## src/hw/rtl/pvs_pkg.sv

```systemverilog
package pvs_pkg;

  localparam int FRAMES_DEFAULT = 1024;
  localparam int FRAME_W        = 10;
  localparam int AGE_W          = 8;

  // item kinds
  localparam logic [1:0] KIND_APPEND = 2'd0;
  localparam logic [1:0] KIND_ACCESS = 2'd1;
  localparam logic [1:0] KIND_VICTIM = 2'd2;

  // result status codes
  localparam logic [1:0] STATUS_DONE   = 2'd0;
  localparam logic [1:0] STATUS_VICTIM = 2'd1;
  localparam logic [1:0] STATUS_EMPTY  = 2'd2;

  localparam logic POLICY_SECOND_CHANCE = 1'b0;
  localparam logic POLICY_AGING         = 1'b1;

  typedef struct packed {
    logic [1:0]         kind;
    logic [FRAME_W-1:0] frame;
  } in_item_t;

  typedef struct packed {
    logic [FRAME_W-1:0] victim;
    logic [1:0]         status;
  } out_item_t;

  typedef struct packed {
    logic       clr_step;
    logic       latch_item;
    logic       rd_item;
    logic       mark;
    logic       append;
    logic       walk_start;
    logic       walk_step;
    logic       unlink_pred;
    logic       unlink_self;
    logic       out_load;
    logic [1:0] out_status;
  } dp_cmd_t;

  typedef struct packed {
    logic       clr_last;
    logic [1:0] kind;
    logic       in_range;
    logic       queue_empty;
    logic       queued;
    logic       walk_found;
    logic       walk_end;
    logic       out_free;
  } dp_status_t;

endpackage

```

## src/hw/rtl/pvs_ctrl.sv

```systemverilog
module pvs_ctrl (
  input  logic                clk,
  input  logic                rst,
  input  logic                in_valid,
  output logic                in_ready,
  input  pvs_pkg::dp_status_t sts,
  output pvs_pkg::dp_cmd_t    cmd
);

  typedef enum logic [2:0] {
    ST_CLEAR,
    ST_IDLE,
    ST_EXEC,
    ST_APPEND,
    ST_WALK,
    ST_UNLINK_PRED,
    ST_UNLINK_SELF,
    ST_OUT
  } state_t;

  state_t     state, state_next;
  logic [1:0] res_status, res_status_next;

  assign in_ready = (state == ST_IDLE);

  always_comb begin
    cmd             = '0;
    state_next      = state;
    res_status_next = res_status;
    case (state)
      ST_CLEAR: begin
        cmd.clr_step = 1'b1;
        if (sts.clr_last) begin
          state_next = ST_IDLE;
        end
      end
      ST_IDLE: begin
        if (in_valid) begin
          cmd.latch_item = 1'b1;
          state_next     = ST_EXEC;
        end
      end
      ST_EXEC: begin
        res_status_next = pvs_pkg::STATUS_DONE;
        state_next      = ST_OUT;
        case (sts.kind)
          pvs_pkg::KIND_APPEND: begin
            if (sts.in_range) begin
              cmd.rd_item = 1'b1;
              state_next  = ST_APPEND;
            end
          end
          pvs_pkg::KIND_ACCESS: begin
            cmd.mark = sts.in_range;
          end
          pvs_pkg::KIND_VICTIM: begin
            if (sts.queue_empty) begin
              res_status_next = pvs_pkg::STATUS_EMPTY;
            end else begin
              cmd.walk_start = 1'b1;
              state_next     = ST_WALK;
            end
          end
          default: begin
          end
        endcase
      end
      ST_APPEND: begin
        cmd.append = !sts.queued;
        state_next = ST_OUT;
      end
      ST_WALK: begin
        cmd.walk_step = 1'b1;
        if (sts.walk_found || sts.walk_end) begin
          state_next = ST_UNLINK_PRED;
        end
      end
      ST_UNLINK_PRED: begin
        cmd.unlink_pred = 1'b1;
        state_next      = ST_UNLINK_SELF;
      end
      ST_UNLINK_SELF: begin
        cmd.unlink_self = 1'b1;
        res_status_next = pvs_pkg::STATUS_VICTIM;
        state_next      = ST_OUT;
      end
      ST_OUT: begin
        if (sts.out_free) begin
          cmd.out_load   = 1'b1;
          cmd.out_status = res_status;
          state_next     = ST_IDLE;
        end
      end
      default: begin
        state_next = ST_IDLE;
      end
    endcase
  end

  always_ff @(posedge clk) begin
    if (rst) begin
      state      <= ST_CLEAR;
      res_status <= pvs_pkg::STATUS_DONE;
    end else begin
      state      <= state_next;
      res_status <= res_status_next;
    end
  end

endmodule

```

## config.mk

```make
export PLATFORM = sky130hd
export DESIGN_NAME = pvs_ctrl
export DESIGN_NICKNAME = d
export VERILOG_FILES = /design/src/hw/rtl/pvs_pkg.sv /design/src/hw/rtl/pvs_ctrl.sv
export SDC_FILE = /design/constraint.sdc
export NUM_CORES = 1
export LEC_CHECK = 0
export ABC_CLOCK_PERIOD_IN_PS = 2300
export BUFFER_PORTS_ARGS = -buffer_cell sky130_fd_sc_hd__clkbuf_2
export CELL_PAD_IN_SITES_DETAIL_PLACEMENT = 0
export CELL_PAD_IN_SITES_GLOBAL_PLACEMENT = 1
export CORE_MARGIN = 2
export CORE_UTILIZATION = 26
export CTS_BUF_LIST = sky130_fd_sc_hd__clkbuf_8 sky130_fd_sc_hd__clkbuf_16
export DETAILED_ROUTE_END_ITERATION = 7
export PLACE_DENSITY_LB_ADDON = 0.1
export SETUP_SLACK_MARGIN = 0.4
export SLEW_MARGIN = 20
export SYNTH_ARGS = -nofsm -noshare
export SYNTH_HDL_FRONTEND = slang
export SYNTH_SLANG_ARGS = --single-unit
```

## constraint.sdc

```tcl
create_clock -name clk -period 2.3 [get_ports clk]
set_input_delay 0.115 -clock clk [delete_from_list [all_inputs] [get_ports clk]]
set_output_delay 0.115 -clock clk [all_outputs]
set_load 0.02 [all_outputs]
```

# After elaboration in Yosys (flattened, before gate mapping)

Cells that the tools add are included.

Register bits: 5
Output and inout bits: 13
Input port bits: 12
Word-level logic and storage cells: 49

Equality and inequality tests: 13
Reductions and logical operators: 7
Multiplexer cells: 27

Operator list:

| kind               | number |
|---|---|
| $mux 3             | 7 |
| $pmux 3 s7         | 1 |
| $mux 1             | 13 |
| $eq 3x3->1 const B | 4 |
| $mux 2             | 4 |
| $ne 2x2->1 const B | 4 |
| $eq 3x2->1 const B | 2 |
| $pmux 3 s2         | 1 |
| $pmux 2 s2         | 1 |
| $reduce_and 4->1   | 1 |
| $eq 3x1->1 const B | 1 |
| $logic_not 3->1    | 1 |
| $eq 2x1->1 const B | 1 |
| $eq 2x2->1 const B | 1 |
| $logic_not 2->1    | 1 |
| $reduce_bool 2->1  | 1 |
| $reduce_or 2->1    | 1 |
| $logic_not 1->1    | 1 |
| $logic_or 1x1->1   | 1 |

# Logic depth before layout (Yosys ltp)

Depth in word-level cells: 3
Gate-level depth with buffers: 5
Depth with buffers taken out: 3

# Worst setup path after synthesis

Ideal clock, no wire load.

Kind: register to output
Start point: register state[1]
End point: output cmd[8] (netlist name)
Stages on the path, launching flop included: 4
Arrival: 1.444 ns
Slack: 0.741 ns
Required time: 2.185 ns
Buffers on the path: 1
Path through: dfxtp_1 > clkbuf_1 > nand2b_1 > nor4_1

RTL lines:

| item                   | RTL line        | source |
|---|---|---|
| start, declared        | pvs_ctrl.sv:21  | `state_t state, state_next;` |
| start signal, assigned | pvs_ctrl.sv:105 | `state <= state_next;` |
| end, declared          | pvs_ctrl.sv:7   | `output pvs_pkg::dp_cmd_t cmd` |

==> summary.txt <==
CTS sink count -> 5
Status -> finished clean
Final hold viol count -> 0
CTS tree -> yes
Actual slew at the worst max-slew pin -> 0.4403 ns
Clk slew on worst S/H paths -> 0.04 ns
DR iter-0 viols -> 3
WL final -> 958 um
Final hold slack -> 0.1436 ns
Reg-to-Reg End -> state[0]
Number of global-route vias before repair -> 360
Fin nets -> 89
Seq/Total Area, Yosys -> 27.49%
Most frequent cells in the layout -> 24 x clkbuf_2, 9 x nor2_1, 5 x nand2_1, 5 x dfxtp_1, 4 x inv_1
IO buf count -> 24
Netlist cell types -> 24
RSZ-0062 raised after global routing -> false
Die height -> 41.42 um
Reg-to-Reg Start -> state[2]
Commonest non-fill, non-tap cell in the layout -> clkbuf_2
Pin count of the biggest net entering global routing -> 17
H-tree levels -> 1
HP Class -> primary input to register
GRT overflow -> 0
Setup Fix Bufs, Post-CTS -> 0
Register bit total from synthesis -> 5
WP data required -> 2.18 ns
Inserted Clock Buffers -> 3
CP Class -> register to output port
GP Congestion -> 0.7100
Period minus WS final -> 1.697 ns
# Max-Cap Violations -> 0
Final TNS setup -> 0 ns
Syn-to-layout area delta -> 45.02%
Rel. slew slack -> 70.61%
Worst R2R Path Depth -> 3
Post-Syn Nets -> 64
Reg2reg setup slack -> 0.82 ns
DRC violation count after routing -> 0
Worst VDD drop -> 0.3251 mV
Core Region -> 1301 um2
CP endpoint kind -> output port
Ant. Diodes -> 0
Hold depth -> 2
Top Ports -> 25
Mean cell area of the mapped netlist -> 7.002 um2
Total die area -> 1716 um2
Share of layout cells above drive strength 1 -> 36.84%
Cells after Synth -> 52
Worst-skew pair later-pin latency -> 0.22 ns
Final period util -> 73.77%
Hold_sp -> rst
DIE WIDTH -> 41.42 um
Synth warn -> 0
Final ANT Viol Nets -> 0
Avg WL per Cell -> 10.53 um
Total track usage -> 12.13%
Crit path max fanout -> 16
First-pass GRT wire length -> 1.607 mm
Area of the mapped netlist -> 364.1 um2
Hold buffers post-CTS -> 0
Post-cts sizing count -> 0
Power per cell area -> 710.8 nW/um2
Total power -> 375.3 uW
Initial core utilization -> 27.98%
Clk_skew -> 0.0006443 ns
LEAKAGE -> 0.0002672 uW
Max Clock Freq -> 589.4 MHz
Via/cell ratio -> 4.670
Setup slack after layout -> 0.6032 ns
CP Launch Type -> register
Rows -> 13
Initial antenna violation count -> 0
Final setup fails -> 0
Hold path endpoint -> state[0]
Clock tree buffer depth -> 2
Via count -> 425
Arrival time at the worst endpoint -> 1.58 ns
Slew Viols, Final -> 0
First-pass iteration count of the detailed router -> 2
Placement-stage worst setup slack -> 0.8281 ns
Clock root buffer -> clkbuf_8
Final HPWL DP -> 772.1 um
-- worst max path at each step --
stage	from	to	cells past startpoint
after floorplan	state[1]	cmd[8]	3
after global placement	state[2]	cmd[6]	3
after detailed placement	state[2]	cmd[6]	3
after CTS	state[2]	cmd[6]	3
after global routing	state[2]	cmd[6]	3
final	state[2]	cmd[6]	3
-- kinds of logic (layout without fill, tap and decap cells) --
group | after synthesis | count (layout) | share of synthesized area (%)
AND/OR/NAND/NOR | 33 | 33 | 48.80
AO/OA/AOI/OAI | 7 | 7 | 15.12
buffers and inverters | 7 | 31 | 8.591
flip-flops | 5 | 5 | 27.49
-- per-stage QoR --
stage / cell area, um2 / instances / util, %
after floorplan: 364.1 / 52 / -
after global placement: 483.0 / 87 / 37.12
after detailed placement: 483.0 / 87 / 37.12
after CTS: 528.0 / 91 / 40.58
after global routing: 528.0 / 91 / 40.58
final: 528.0 / 91 / 40.58
-- cells in the mapped netlist --
cell type / number / area [um2]
or3_1: 1 / 6.260
or4_1: 1 / 7.510
nor3b_1: 2 / 15.01
a21oi_1: 3 / 15.01
nand4_1: 1 / 6.260
nor2b_1: 1 / 6.260
buf_2: 1 / 5.000
clkbuf_1: 2 / 7.510
or4b_1: 1 / 10.01
and3b_1: 1 / 8.760
a221oi_2: 1 / 15.01
nand2b_1: 2 / 12.51
a2111oi_0: 1 / 8.760
and2_1: 3 / 18.77
and3_1: 1 / 6.260
inv_1: 3 / 11.26
a32o_1: 1 / 10.01
nor4_1: 2 / 12.51
dfxtp_1: 5 / 100.1
a31oi_1: 1 / 6.260
buf_4: 1 / 7.510
nand2_1: 5 / 18.77
nor3_1: 3 / 15.01
nor2_1: 9 / 33.78
-- report_power, final --
part / internal (uW) / switching [uW] / leakage (uW)
Combinational: 43.3 / 56.1 / 0.000200
Clock: 114 / 42.6 / 0.0000269
Sequential: 95.7 / 23.3 / 0.0000407
-- cell type report --
type / count / area (um2)
Clock inverter: 1 / 3.754
Multi-Input combinational cell: 40 / 232.7
Fill cell: 167 / 773.2
Sequential cell: 5 / 100.1
Clock buffer: 3 / 41.29
Timing Repair Buffer: 24 / 120.1
Tap cell: 15 / 18.77
Inverter: 3 / 11.26
-- sequential cells by signal (all words and copies together) (netlist names) --
register / flops
res_status: 2
state: 3
-- metal layers --
layer / vias to the layer above / wire length, um / track usage [%]
met5: - / 0 / 0
met4: 0 / 0 / 9.677
met3: 0 / 49 / 2.609
met2: 11 / 434 / 16.25
met1: 182 / 474 / 16.40
li1: 232 / - / -
-- worst max-delay path, cell delays in order (launching register included) --
cell and delay [ns]:
dfxtp_1 0.43, or4b_1 0.64, nor2_1 0.12, clkbuf_2 0.17
(Power assumes the default switching activity.)
